==> src/hdl/lhfr_pkg.sv <==
// shared types and constants for the love/hate frame replacer
`timescale 1ns / 1ps

package lhfr_pkg;

  localparam int NUM_FRAMES = 16;
  localparam int PIN_MAX    = 255;
  localparam int IDX_W      = (NUM_FRAMES > 1) ? $clog2(NUM_FRAMES) : 1;
  localparam int PIN_W      = $clog2(PIN_MAX + 1);
  localparam int ACTION_W   = 3;
  localparam int FRAME_W    = 4;
  localparam int STATUS_W   = 2;

  // action codes of the input transfer
  localparam logic [ACTION_W-1:0] ACT_PIN_HIT   = 3'd0;
  localparam logic [ACTION_W-1:0] ACT_LOAD      = 3'd1;
  localparam logic [ACTION_W-1:0] ACT_UNPIN     = 3'd2;
  localparam logic [ACTION_W-1:0] ACT_FREE      = 3'd3;
  localparam logic [ACTION_W-1:0] ACT_VICTIM    = 3'd4;
  localparam logic [ACTION_W-1:0] ACT_FLUSH_ALL = 3'd5;

  // status codes of the result transfer
  localparam logic [STATUS_W-1:0] ST_OK             = 2'd0;
  localparam logic [STATUS_W-1:0] ST_UNPIN_UNPINNED = 2'd1;
  localparam logic [STATUS_W-1:0] ST_FREE_PINNED    = 2'd2;
  localparam logic [STATUS_W-1:0] ST_NO_VICTIM      = 2'd3;

  typedef enum logic [2:0] {
    OP_NONE    = 3'd0,
    OP_PIN_HIT = 3'd1,
    OP_LOAD    = 3'd2,
    OP_UNPIN   = 3'd3,
    OP_FREE    = 3'd4,
    OP_FLUSH   = 3'd5
  } frame_op_t;

  typedef struct packed {
    frame_op_t        op;
    logic [IDX_W-1:0] addr;
    logic             hate;
  } frame_cmd_t;

endpackage

==> src/hdl/love_hate_frame_replacer_core.sv <==
// top level: action sequencer walking the recency list one slot per cycle
// path from accept to out_valid: unpin, free and flush_all go through exec then resp, ignored items go
//   straight to resp, pin_hit and load add the move-to-front walk after exec, victim queries walk the list
// throughput: one item at a time, in_stall high from accept until the result is loaded;
//   the next transfer may come with the result, pin_hit, load and victim wait on the single-port list walk
// reset: synchronous active-low rst_n clears pins, loved marks, list valid bits, control
`timescale 1ns / 1ps

module love_hate_frame_replacer_core (
  input  logic                          clk,
  input  logic                          rst_n,
  input  logic                          in_valid,
  output logic                          in_stall,
  input  logic [lhfr_pkg::ACTION_W-1:0] in_action,
  input  logic [lhfr_pkg::FRAME_W-1:0]  in_frame_index,
  input  logic                          in_hate,
  output logic                          out_valid,
  input  logic                          out_stall,
  output logic [lhfr_pkg::STATUS_W-1:0] out_status,
  output logic [lhfr_pkg::FRAME_W-1:0]  out_victim_frame
);

  // one-hot sequencer states
  typedef enum logic [4:0] {
    S_IDLE  = 5'b00001,
    S_EXEC  = 5'b00010,  // pin / mark update
    S_TOUCH = 5'b00100,  // move-to-front walk
    S_VICT  = 5'b01000,  // victim search walk
    S_RESP  = 5'b10000   // result waits for the output register
  } state_t;

  localparam logic [lhfr_pkg::IDX_W-1:0] LAST_SLOT = lhfr_pkg::IDX_W'(lhfr_pkg::NUM_FRAMES - 1);

  state_t                          state_r, state_nxt;
  logic [lhfr_pkg::ACTION_W-1:0]   act_r, act_nxt;
  logic [lhfr_pkg::IDX_W-1:0]      frame_r, frame_nxt;
  logic                            hate_r, hate_nxt;
  logic [lhfr_pkg::IDX_W-1:0]      slot_r, slot_nxt;      // list walk position
  logic [lhfr_pkg::IDX_W-1:0]      carry_r, carry_nxt;    // frame being pushed down the list
  logic                            found_loved_r, found_loved_nxt;
  logic [lhfr_pkg::IDX_W-1:0]      loved_pick_r, loved_pick_nxt;
  logic [lhfr_pkg::STATUS_W-1:0]   res_status_r, res_status_nxt;
  logic [lhfr_pkg::FRAME_W-1:0]    res_victim_r, res_victim_nxt;
  logic                            out_valid_r, out_valid_nxt;
  logic [lhfr_pkg::STATUS_W-1:0]   out_status_r, out_status_nxt;
  logic [lhfr_pkg::FRAME_W-1:0]    out_victim_r, out_victim_nxt;

  lhfr_pkg::frame_cmd_t            cmd;
  logic [lhfr_pkg::IDX_W-1:0]      frame_rd_addr;
  logic                            rd_pin_zero;
  logic                            rd_loved;
  logic                            list_wr_en;
  logic [lhfr_pkg::IDX_W-1:0]      list_rd_frame;
  logic                            list_rd_valid;

  logic                            in_xfer;
  logic                            in_frame_ok;
  logic                            out_free;
  logic                            cand_hated;
  logic                            cand_loved;

  lhfr_frame_state u_frames (
    .clk         (clk),
    .rst_n       (rst_n),
    .cmd         (cmd),
    .rd_addr     (frame_rd_addr),
    .rd_pin_zero (rd_pin_zero),
    .rd_loved    (rd_loved)
  );

  lhfr_recency_list u_list (
    .clk      (clk),
    .rst_n    (rst_n),
    .idx      (slot_r),
    .wr_en    (list_wr_en),
    .wr_frame (carry_r),
    .rd_frame (list_rd_frame),
    .rd_valid (list_rd_valid)
  );

  assign in_stall  = (state_r != S_IDLE);
  assign in_xfer   = in_valid && !in_stall;
  // frame numbers past the pool size make actions 0..3 do nothing
  assign in_frame_ok = ({1'b0, in_frame_index} < (lhfr_pkg::FRAME_W + 1)'(lhfr_pkg::NUM_FRAMES));
  // output register can take a new result this cycle
  assign out_free  = !out_valid_r || !out_stall;

  // during the victim walk the frame table is read at the candidate from the list
  assign frame_rd_addr = (state_r == S_VICT) ? list_rd_frame : frame_r;
  assign cand_hated    = list_rd_valid && rd_pin_zero && !rd_loved;
  assign cand_loved    = list_rd_valid && rd_pin_zero && rd_loved;

  assign list_wr_en = (state_r == S_TOUCH);

  // frame table update, issued only in the exec cycle
  always_comb begin
    cmd.op   = lhfr_pkg::OP_NONE;
    cmd.addr = frame_r;
    cmd.hate = hate_r;
    if (state_r == S_EXEC) begin
      unique case (act_r)
        lhfr_pkg::ACT_PIN_HIT:   cmd.op = lhfr_pkg::OP_PIN_HIT;
        lhfr_pkg::ACT_LOAD:      cmd.op = lhfr_pkg::OP_LOAD;
        lhfr_pkg::ACT_UNPIN:     cmd.op = lhfr_pkg::OP_UNPIN;
        lhfr_pkg::ACT_FREE:      cmd.op = lhfr_pkg::OP_FREE;
        lhfr_pkg::ACT_FLUSH_ALL: cmd.op = lhfr_pkg::OP_FLUSH;
        default:                 cmd.op = lhfr_pkg::OP_NONE;
      endcase
    end
  end

  always_comb begin
    state_nxt       = state_r;
    act_nxt         = act_r;
    frame_nxt       = frame_r;
    hate_nxt        = hate_r;
    slot_nxt        = slot_r;
    carry_nxt       = carry_r;
    found_loved_nxt = found_loved_r;
    loved_pick_nxt  = loved_pick_r;
    res_status_nxt  = res_status_r;
    res_victim_nxt  = res_victim_r;
    out_valid_nxt   = out_valid_r && out_stall;
    out_status_nxt  = out_status_r;
    out_victim_nxt  = out_victim_r;

    unique case (state_r)
      S_IDLE: begin
        if (in_xfer) begin
          act_nxt         = in_action;
          frame_nxt       = lhfr_pkg::IDX_W'(in_frame_index);
          hate_nxt        = in_hate;
          slot_nxt        = '0;
          carry_nxt       = lhfr_pkg::IDX_W'(in_frame_index);
          found_loved_nxt = 1'b0;
          loved_pick_nxt  = '0;
          res_status_nxt  = lhfr_pkg::ST_OK;
          res_victim_nxt  = '0;
          if (in_action == lhfr_pkg::ACT_VICTIM) begin
            state_nxt = S_VICT;
          end else if (in_action == lhfr_pkg::ACT_FLUSH_ALL) begin
            state_nxt = S_EXEC;
          end else if (in_action <= lhfr_pkg::ACT_FREE && in_frame_ok) begin
            state_nxt = S_EXEC;
          end else begin
            // out-of-range frame or unknown action: plain ok
            state_nxt = S_RESP;
          end
        end
      end

      S_EXEC: begin
        if (act_r == lhfr_pkg::ACT_UNPIN && rd_pin_zero) begin
          res_status_nxt = lhfr_pkg::ST_UNPIN_UNPINNED;
        end else if (act_r == lhfr_pkg::ACT_FREE && !rd_pin_zero) begin
          res_status_nxt = lhfr_pkg::ST_FREE_PINNED;
        end
        if (act_r == lhfr_pkg::ACT_PIN_HIT || act_r == lhfr_pkg::ACT_LOAD) begin
          state_nxt = S_TOUCH;
        end else begin
          state_nxt = S_RESP;
        end
      end

      S_TOUCH: begin
        // write the carried frame into this slot and pick up the old one;
        // stop at an empty slot, at the frame's old slot, or at the list end
        if (!list_rd_valid || list_rd_frame == frame_r || slot_r == LAST_SLOT) begin
          state_nxt = S_RESP;
        end else begin
          carry_nxt = list_rd_frame;
          slot_nxt  = slot_r + 1'b1;
        end
      end

      S_VICT: begin
        if (cand_hated) begin
          // most recent unpinned hated frame wins at once
          res_victim_nxt = lhfr_pkg::FRAME_W'(list_rd_frame);
          state_nxt      = S_RESP;
        end else begin
          if (cand_loved) begin
            found_loved_nxt = 1'b1;
            loved_pick_nxt  = list_rd_frame;
          end
          if (!list_rd_valid || slot_r == LAST_SLOT) begin
            if (found_loved_r || cand_loved) begin
              res_victim_nxt = lhfr_pkg::FRAME_W'(cand_loved ? list_rd_frame : loved_pick_r);
            end else begin
              res_status_nxt = lhfr_pkg::ST_NO_VICTIM;
            end
            state_nxt = S_RESP;
          end else begin
            slot_nxt = slot_r + 1'b1;
          end
        end
      end

      S_RESP: begin
        if (out_free) begin
          out_valid_nxt  = 1'b1;
          out_status_nxt = res_status_r;
          out_victim_nxt = res_victim_r;
          state_nxt      = S_IDLE;
        end
      end

      default: begin
        state_nxt = S_IDLE;
      end
    endcase
  end

  always_ff @(posedge clk) begin
    if (!rst_n) begin
      state_r     <= S_IDLE;
      out_valid_r <= 1'b0;
    end else begin
      state_r     <= state_nxt;
      out_valid_r <= out_valid_nxt;
    end
  end

  // payload and walk registers, no reset needed
  always_ff @(posedge clk) begin
    act_r         <= act_nxt;
    frame_r       <= frame_nxt;
    hate_r        <= hate_nxt;
    slot_r        <= slot_nxt;
    carry_r       <= carry_nxt;
    found_loved_r <= found_loved_nxt;
    loved_pick_r  <= loved_pick_nxt;
    res_status_r  <= res_status_nxt;
    res_victim_r  <= res_victim_nxt;
    out_status_r  <= out_status_nxt;
    out_victim_r  <= out_victim_nxt;
  end

  assign out_valid        = out_valid_r;
  assign out_status       = out_status_r;
  assign out_victim_frame = out_victim_r;

endmodule

==> src/hdl/lhfr_frame_state.sv <==
// per-frame pin counts and loved marks with one read port and one update port
`timescale 1ns / 1ps

module lhfr_frame_state (
  input  logic                     clk,
  input  logic                     rst_n,
  input  lhfr_pkg::frame_cmd_t     cmd,
  input  logic [lhfr_pkg::IDX_W-1:0] rd_addr,
  output logic                     rd_pin_zero,
  output logic                     rd_loved
);

  logic [lhfr_pkg::PIN_W-1:0] pin_r   [lhfr_pkg::NUM_FRAMES];
  logic [lhfr_pkg::NUM_FRAMES-1:0] loved_r;
  logic [lhfr_pkg::PIN_W-1:0] cur_pin;

  assign cur_pin     = pin_r[cmd.addr];
  assign rd_pin_zero = (pin_r[rd_addr] == '0);
  assign rd_loved    = loved_r[rd_addr];

  always_ff @(posedge clk) begin
    if (!rst_n) begin
      for (int i = 0; i < lhfr_pkg::NUM_FRAMES; i++) begin
        pin_r[i] <= '0;
      end
      loved_r <= '0;
    end else begin
      unique case (cmd.op)
        lhfr_pkg::OP_PIN_HIT: begin
          if (cur_pin != lhfr_pkg::PIN_W'(lhfr_pkg::PIN_MAX)) begin
            pin_r[cmd.addr] <= cur_pin + 1'b1;
          end
        end
        lhfr_pkg::OP_LOAD: begin
          pin_r[cmd.addr]   <= lhfr_pkg::PIN_W'(1);
          loved_r[cmd.addr] <= 1'b0;
        end
        lhfr_pkg::OP_UNPIN: begin
          if (cur_pin != '0) begin
            pin_r[cmd.addr]   <= cur_pin - 1'b1;
            loved_r[cmd.addr] <= loved_r[cmd.addr] | ~cmd.hate;
          end
        end
        lhfr_pkg::OP_FREE: begin
          if (cur_pin == '0) begin
            loved_r[cmd.addr] <= 1'b0;
          end
        end
        lhfr_pkg::OP_FLUSH: begin
          for (int i = 0; i < lhfr_pkg::NUM_FRAMES; i++) begin
            pin_r[i] <= '0;
          end
          loved_r <= '0;
        end
        default: begin
        end
      endcase
    end
  end

endmodule

==> src/hdl/lhfr_recency_list.sv <==
// recency list slots (frame numbers, most recent first) with per-slot valid bits
`timescale 1ns / 1ps

module lhfr_recency_list (
  input  logic                       clk,
  input  logic                       rst_n,
  input  logic [lhfr_pkg::IDX_W-1:0] idx,
  input  logic                       wr_en,
  input  logic [lhfr_pkg::IDX_W-1:0] wr_frame,
  output logic [lhfr_pkg::IDX_W-1:0] rd_frame,
  output logic                       rd_valid
);

  logic [lhfr_pkg::IDX_W-1:0]      order_r [lhfr_pkg::NUM_FRAMES];
  logic [lhfr_pkg::NUM_FRAMES-1:0] valid_r;

  assign rd_frame = order_r[idx];
  assign rd_valid = valid_r[idx];

  // slot contents are only read behind a set valid bit
  always_ff @(posedge clk) begin
    if (wr_en) begin
      order_r[idx] <= wr_frame;
    end
  end

  always_ff @(posedge clk) begin
    if (!rst_n) begin
      valid_r <= '0;
    end else if (wr_en) begin
      valid_r[idx] <= 1'b1;
    end
  end

endmodule

==> config.mk <==
export PLATFORM = sky130hd
export DESIGN_NAME = love_hate_frame_replacer_core
export DESIGN_NICKNAME = d
export VERILOG_FILES = /design/src/hdl/lhfr_pkg.sv /design/src/hdl/love_hate_frame_replacer_core.sv /design/src/hdl/lhfr_frame_state.sv /design/src/hdl/lhfr_recency_list.sv
export SDC_FILE = /design/constraint.sdc
export NUM_CORES = 1
export LEC_CHECK = 0
export ABC_AREA = 1
export BUFFER_PORTS_ARGS = -buffer_cell sky130_fd_sc_hd__buf_4
export CORE_ASPECT_RATIO = 0.5
export CORE_UTILIZATION = 55
export CTS_CLUSTER_SIZE = 25
export DETAILED_ROUTE_END_ITERATION = 6
export GPL_TIMING_DRIVEN = 0
export PLACE_DENSITY = 0.71
export SLEW_MARGIN = 10
export SYNTH_ARGS = -nofsm -noshare
export SYNTH_HDL_FRONTEND = slang
export SYNTH_SLANG_ARGS = --single-unit
==> constraint.sdc <==
create_clock -name clk -period 5.3 [get_ports clk]
set_input_delay 1.06 -clock clk [delete_from_list [all_inputs] [get_ports clk]]
set_output_delay 1.06 -clock clk [all_outputs]
set_load 0.05 [all_outputs]
# Word level (Yosys, flattened, before mapping)
# Memories as Yosys holds them, arrays and structs flattened. A register that Yosys moved wholly into a read port is not among the register bits.
# Cells that the tools add are included.
# op_classes
n_addsub	3
order_cmp	6
eq_ne	34
mux	95
bitwise_logic	23
reduce_logical	41
# op_table
op	count
2-to-1 mux 8 bit	19
case mux 16 bit (4 select lines)	1
2-to-1 mux 4 bit	15
2-to-1 mux 5 bit	9
2-to-1 mux 16 bit	2
2-to-1 mux 1 bit	28
case mux 5 bit (5 select lines)	1
case mux 4 bit (2 select lines)	3
OR 1 bit	19
bitwise AND 16 bit	1
bitwise mux 16 bit	1
logical NOT 8 bit	2
NOT 16 bit	1
OR 16 bit	1
equality test 3 bit (second input constant)	5
less-than comparator 4 x 5 -> 1 bit (second input constant)	3
case mux 3 bit (5 select lines)	1
inequality test 2 bit (second input constant)	7
binary-select mux 1 bit (select 4 bit)	3
equality test 3 x 2 -> 1 bit (second input constant)	4
2-to-1 mux 2 bit	6
case mux 4 bit (3 select lines)	1
AND reduction 4 bit	3
logical AND 1 bit	9
35 further kinds	57
# word_totals
ff_bits	71
mem_bits_rw	192
inputBits	12
out_inout_bits	8
elab_cells	219
mem_count	2
# memory_table
name	depth	word_bits	rd	rd_ports_with_merged_regs	write_ports	line	rtl
u_frames.pin_r	16	8	2	1	16	lhfr_frame_state.sv:13	logic [lhfr_pkg::PIN_W-1:0] pin_r [lhfr_pkg::NUM_FRAMES];
u_list.order_r	16	4	1	1	1	lhfr_recency_list.sv:14	logic [lhfr_pkg::IDX_W-1:0] order_r [lhfr_pkg::NUM_FRAMES];

# Longest topological paths before layout
# Gate-level depths: netlist (run 1).
# logic_depth
ltp_word	11
ltp_mapped	23
mapped_depth_nobuf	21

# Hierarchy
# From an unflattened synthesis (run 1), not the netlist that was laid out.
# unflattened
cells_unflattened	1675
hier_area_um2	13947.1
# by_module_without_submodules
module	n_inst	cells_each	area_each_um2	seq_area_each_um2
lhfr_frame_state	1	1073	8518.2	4164.0
lhfr_recency_list	1	393	3523.4	2242.2
love_hate_frame_replacer_core	1	209	1905.6	1111.1

# Worst setup path after synthesis (run 1)
# No wires, ideal clock.
# synth_path
path_type	register to register
from	register with a tool-made name
to	memory u_frames.pin_r[0][0] (netlist bit), enable pin
setup_ns	0.302
t_arrival_ns	2.511
t_required_ns	4.998
path_slack_ns	2.488
path_stages_with_launch	18
path_buffers	4
synth_period_minus_slack_ns	2.812
path_cell_list	dfxtp_1 -> buf_6 -> buf_6 -> buf_2 -> a21oi_1 -> o21ai_0 -> o211ai_1 -> o211ai_1 -> nand2_2 -> ha_1 -> nand2_1 -> nor2_1 -> nand2_1 -> o311ai_2 -> nand2_1 -> buf_4 -> nand2_2 -> nand2_1
# synth_rtl
element	line
end, declared	lhfr_frame_state.sv:13

==> results of run 1 <==
## critical path: cells and delay by family, from the launching register on
kind | cells | cell delay (ns)
simple gates | 8 | 1.31
buf+inv | 4 | 0.77
flops | 1 | 0.59
compound gates | 2 | 0.49
fa+ha+maj | 1 | 0.21
## power breakdown
| part | leakage [nW] | switching [mW] | internal, mW |
|---|---|---|---|
| Combinational | 3.03 | 2.08 | 0.800 |
| Sequential | 2.59 | 0.156 | 2.53 |
| Clock | 0.389 | 0.789 | 1.01 |
## area by class of cell
cell class | instances | share of cell area [%]
tap | 336 | 2.778
clock buffer | 30 | 4.259
inverter | 171 | 4.259
multi-input combinational | 956 | 33.26
clock inverter | 14 | 1.001
buffer | 61 | 2.762
sequential | 271 | 50.74
timing repair buffer | 19 | 0.9427
## state kept, by name, indices dropped and copies added (netlist names), named ones only
name              count
u_frames.pin_r      128
u_list.order_r       64
u_frames.loved_r     16
u_list.valid_r       16
state_r               5
carry_r               4
frame_r               4
loved_pick_r          4
out_victim_frame      4
res_victim_r          4
slot_r                4
act_r                 3
out_status            2
res_status_r          2
found_loved_r         1
hate_r                1
out_valid             1
## path summary, 6_finish.rpt
check,start,endpoint,slack [ns],cells after the start
min,res_victim_r[0],out_victim_frame[0],0.42,0
max,flip-flop,u_frames.pin_r[1][7],1.56,15
min reg2reg,res_victim_r[0],out_victim_frame[0],0.42,0
max reg2reg,flip-flop,u_frames.pin_r[1][7],1.56,15
## cell families after synthesis
group	after synthesis
AOI/OAI and AO/OA	265
xor gates and xnor gates	8
adders and majority gates	7
buffers and inverters	232
DFF	271
muxes	32
and+or+nand+nor	644
## synth_stat cells, drive strengths merged, types with 32 or more instances
cell	n	area, um^2
inv	170	640.6
o211ai	41	312.8
nor2	248	998.5
buf	47	365.3
dfxtp	46	920.9
o21ai	128	659.4
edfxtp	225	6756
a21oi	67	346.6
mux2i	32	320.3
nand2	220	940.9
nor4	34	212.7
nand3	117	663.1
## per-layer routing
metal | up-vias | global-route usage (%) | share of wire [%]
met2 | 551 | 49.05 | 45
li1 | 5120 | - | -
met3 | 75 | 5.719 | 9.6
met1 | 5252 | 42.87 | 43
met5 | - | 0 | 0
met4 | 0 | 7.392 | 2.3
## stage by stage
stage               power [mW]  util [%]
floorplan                4.583         -
detailed placement       5.512     59.06
global route             7.647     62.34
global placement         5.463     59.06
finish                   7.361     62.34
CTS                      7.292     62.34
==> impl_metrics.toml, run 1 <==
[die]
pin_count = 20
die-height_um = 113.9
die-area_mm2 = 0.02572
floorplan.initialDensity_pct = 56.74
core_mm2 = 0.02427
die_w_um = 225.8
rows = 40

[synthesis]
netlist_area_mm2 = 0.01377
ys_types = 50
yosys.area_share.adder_pct = 0.6360
synth_compound_area_share_pct = 11.27
synth_top_family_by_area = "simple AND/OR/NAND/NOR gates"
ys_seq_area_share_pct = 55.75
synth_area_per_cell_um2 = 9.439
synthSimpleGateAreaFrac_pct = 21.80
synthMuxAreaShare_pct = 2.326
synthXorXnorAreaFrac_pct = 0.5088
synthArstFlopShare_pct = 0
synthCells = 1459
ys_seq_elements = 271
synth-main-ff-cell = "edfxtp_1"
synth_edf_count = 225
syn-num-nets = 1478
ys_warn_count = 0

[layout]
stdcell_area_mm2 = 0.01513
drive_gt1_share_pct = 13.40
n_fill_cell = 2004
nNetsFinal = 1524
seqCellArea_mm2 = 0.007677
area_growth_pct = 9.867
n_antenna_cell = 0
layout.cells.non_filler = 1858
layout_common_cells = "nor2_1 (225), edfxtp_1 (225), nand2_1 (192), inv_1 (147), nand3_1 (103)"
multi_input_area_mm2 = 0.005032

[route]
route.detailed.drc = 0
wl_um = 38380
drt-pass1-iter-count = 5
ant_nets = 0
wl_per_cell_um = 20.66
vias_per_cell = 5.919
first_iter_violations = 1496
vias = 11000

[timing]
setup_tns_ns = 0
finalHoldViolations = 0
fin_hold_ws_ns = 0.4186
report.final.slew_viol_count = 0
period_share_pct = 70.57
setup_viol = 0
fmax_mhz = 267.4
fin_crit_ns = 3.740
relSlewSlack_pct = 29.57
worst_slew_pin_slew_ns = 1.052
setup_ws_ns = 1.560
clock-skew-final_ns = 0.01187
rsz0062_at_grt = "false"

[power_and_ir_drop]
power.density_mw_per_mm2 = 486.5
vdd_drop_max_v = 0.0002257
power_leakage_nw = 6.014

[clock_network]
cts_hold_repair.buffers = 0
cts_buffer_depth = 3
cts_tree = "done"
htree_levels = 1
cts_sinks = 271
cts-root-buf = "clkbuf_16"
cts_resized = 0
cts-buffers-inserted = 25
clkTransAtPathRegs_ns = 0.07
clkLatencyLatePin_ns = 0.54
cts_setup_buffers = 0

[worst_setup_path]
cp.required_ns = 5.51
crit_type = "reg2reg"
cp_max_fo = 10
cp_data_arrival_time_ns = 3.95
crit_path_cell_trace = "inv_2 > buf_4 > buf_2 > o211ai_1 > nand3_1 > nand2_2 > ha_1 > nand2_1 > nor2_1 > nand2_1 > o311ai_2 > nand2_1 > buf_4 > nand2_2 > nand2_1"
critPathMaxStageDelay_ns = 0.59
crit_top_cell = "nand2_1"
start_kind = "flip-flop"
end_kind = "flip-flop"
crit_path_top_delay_cell = "dfxtp_1"

[global_routing]
grt_pass1_wl_um = 58850
grt_use_total_pct = 30.48
antenna_found_initial = 0
grt_pass1_vias = 10290
overflow = 0
grt_max_degree = 17

[status]
outcome = "complete, no violations"

[place]
dp_hpwl_um = 27950
place_ws_ns = 1.657
place_area_mm2 = 0.01434
port_buffers = 19
dpl.cell_count = 1814
place_congestion = 0.9943

[job]
maxCapViolations = 0

[hold_path]
hp-class = "reg2reg"
No activity file was read; power rests on OpenSTA's default activity.
==> inputs of run 2 (changes only) <==
Settings changed: PLACE_DENSITY 0.71 to 0.74.
Clock period 5.3 ns to 3.1 ns, I/O delays scaled along.
==> impl_metrics.toml, run 2 (synthesized netlist as in run 1, its figures left out) <==
[route]
vias_per_cell = 5.975
first_iter_violations = 1405
route.detailed.drc = 0
ant_nets = 0
wl_um = 39880
wl_per_cell_um = 21.17
drt-pass1-iter-count = 6
vias = 11260

[timing]
fin_crit_ns = 3.133
finalHoldViolations = 0
rsz0062_at_grt = "true"
clock-skew-final_ns = 0.01658
period_share_pct = 101.1
setup_viol = 62
report.final.slew_viol_count = 0
setup_ws_ns = -0.03343
relSlewSlack_pct = 39.27
fmax_mhz = 319.1
worst_slew_pin_slew_ns = 0.9040

[clock_network]
cts_hold_repair.buffers = 0
htree_levels = 1
cts_buffer_depth = 3
cts-buffers-inserted = 25
cts_sinks = 271
cts_tree = "done"
cts-root-buf = "clkbuf_16"
clkLatencyLatePin_ns = 0.55
clkTransAtPathRegs_ns = 0.07

[layout]
stdcell_area_mm2 = 0.01593
drive_gt1_share_pct = 19.19
regMostFlops = "u_frames.pin_r"
largest_reg_flops = 128
multi_input_area_mm2 = 0.005499
n_fill_cell = 1870
area_growth_pct = 15.70
top_regs = "u_frames.pin_r (128), u_list.order_r (64)"
n_antenna_cell = 0
final_common_cell = "edfxtp_1"
nNetsFinal = 1552
layout_common_cells = "edfxtp_1 (225), nor2_1 (221), nand2_1 (161), inv_1 (142), nand3_1 (92)"
seqCellArea_mm2 = 0.007681

[worst_setup_path]
start_kind = "flip-flop"
crit_path_top_delay_cell = "dfxtp_1"
crit_type = "reg2reg"
critPathMaxStageDelay_ns = 0.33
cp_max_fo = 10
cp.required_ns = 3.36
crit_top_cell = "nand2_4"
cp_data_arrival_time_ns = 3.39
path_buf_inv = 4
crit_family = "simple AND/OR/NAND/NOR gates"
end_kind = "flip-flop"
crit_path_cell_trace = "buf_6 > buf_12 > buf_12 > mux2i_1 > o211ai_1 > nand3_2 > nand2_4 > ha_4 > nand2_2 > nor2_2 > nand2_2 > o311ai_4 > nand2_4 > buf_12 > nand2_4 > nand2_4"

[hold_path]
hp-class = "in2reg"
hp-start = "in_hate"

[die]
rows = 40
die-height_um = 113.9
pin_count = 20
die_w_um = 225.8
core_mm2 = 0.02427
floorplan.initialDensity_pct = 56.74
die-area_mm2 = 0.02572

[power_and_ir_drop]
p_int_mw = 7.902
comb_power_share_pct = 42.7
power_leakage_nw = 6.193
power_mw = 13.38
power.density_mw_per_mm2 = 839.5
power_frac_clock_pct = 23.1
vdd_drop_max_v = 0.0004943
seq_power_share_pct = 34.3
swShare_pct = 40.92
switchingPower_mw = 5.474

[place]
place_congestion = 0.9694
place_area_mm2 = 0.01434
dp_hpwl_um = 27720
port_buffers = 19

[global_routing]
grt_pass1_wl_um = 60000
grt_max_degree = 20
grt_pass1_vias = 10680
overflow = 0
antenna_found_initial = 0
grt_use_total_pct = 31.20

[status]
violations = "negative setup slack"
outcome = "complete, but fails checks"

[job]
maxCapViolations = 0
==> run 2: power by group through the flow <==
stage                     Clock, mW  Combinational [mW]  Sequential [mW]
final                          3.09                5.71             4.58
after global routing           3.24                6.01             4.62
after CTS                      3.08                4.95             4.58
after detailed placement          0                4.74             4.65
after global placement            0                4.67             4.64
after floorplan                   0                3.28             4.55
==> run 2: per-layer routing <==
metal / global-route usage [%] / routed length [um] / up-vias
li1: - / - / 5174
met1: 42.13 / 15970 / 5348
met2: 51.30 / 18710 / 636
met3: 6.569 / 4153 / 99
met4: 8.571 / 1056 / 0
met5: 0 / 0 / -
==> run 2: timing repair <==
item | in CTS | in global routing
pin swaps | 10 | 24
gates cloned | 1 | 1
endpoints found under the setup margin | 280 | 288
resized for setup | 82 | 74
setup buffers | 4 | 23
==> run 2: path summary, 6_finish.rpt <==
check | endpoint | slack, ns | cells after the start
worst max-delay path | u_frames.pin_r[3][5] | -0.03 | 16
worst min-delay path | hate_r | 0.26 | 1
worst max register to register | u_frames.pin_r[3][5] | -0.03 | 16
worst min register to register | out_victim_frame[1] | 0.42 | 0
==> run 2: stage by stage <==
stage	utilization [%]	instances	TNS (ns)	setup WS (ns)	hold slack, ns
4_1_cts	63.73	1860	-0.01533	-0.002384	0.2507
5_1_grt	65.64	1884	-9.729	-0.09971	0.2508
3_3_place_gp	59.06	1814	-98.33	-0.5433	0.4048
3_5_place_dp	59.06	1814	-117.02	-0.6245	0.4045
2_1_floorplan	-	1459	0	0.2878	0.4003
6_report	65.64	1884	-0.9390	-0.03343	0.2629
==> run 2: layout make-up <==
class	count	share of cell area, %
Buffer	60	3.314
Inverter	171	4.068
Clock buffer	29	4.020
Clock inverter	13	0.8795
Multi-Input combinational cell	957	34.51
Sequential cell	271	48.21
Tap cell	336	2.638
Timing Repair Buffer	47	2.364
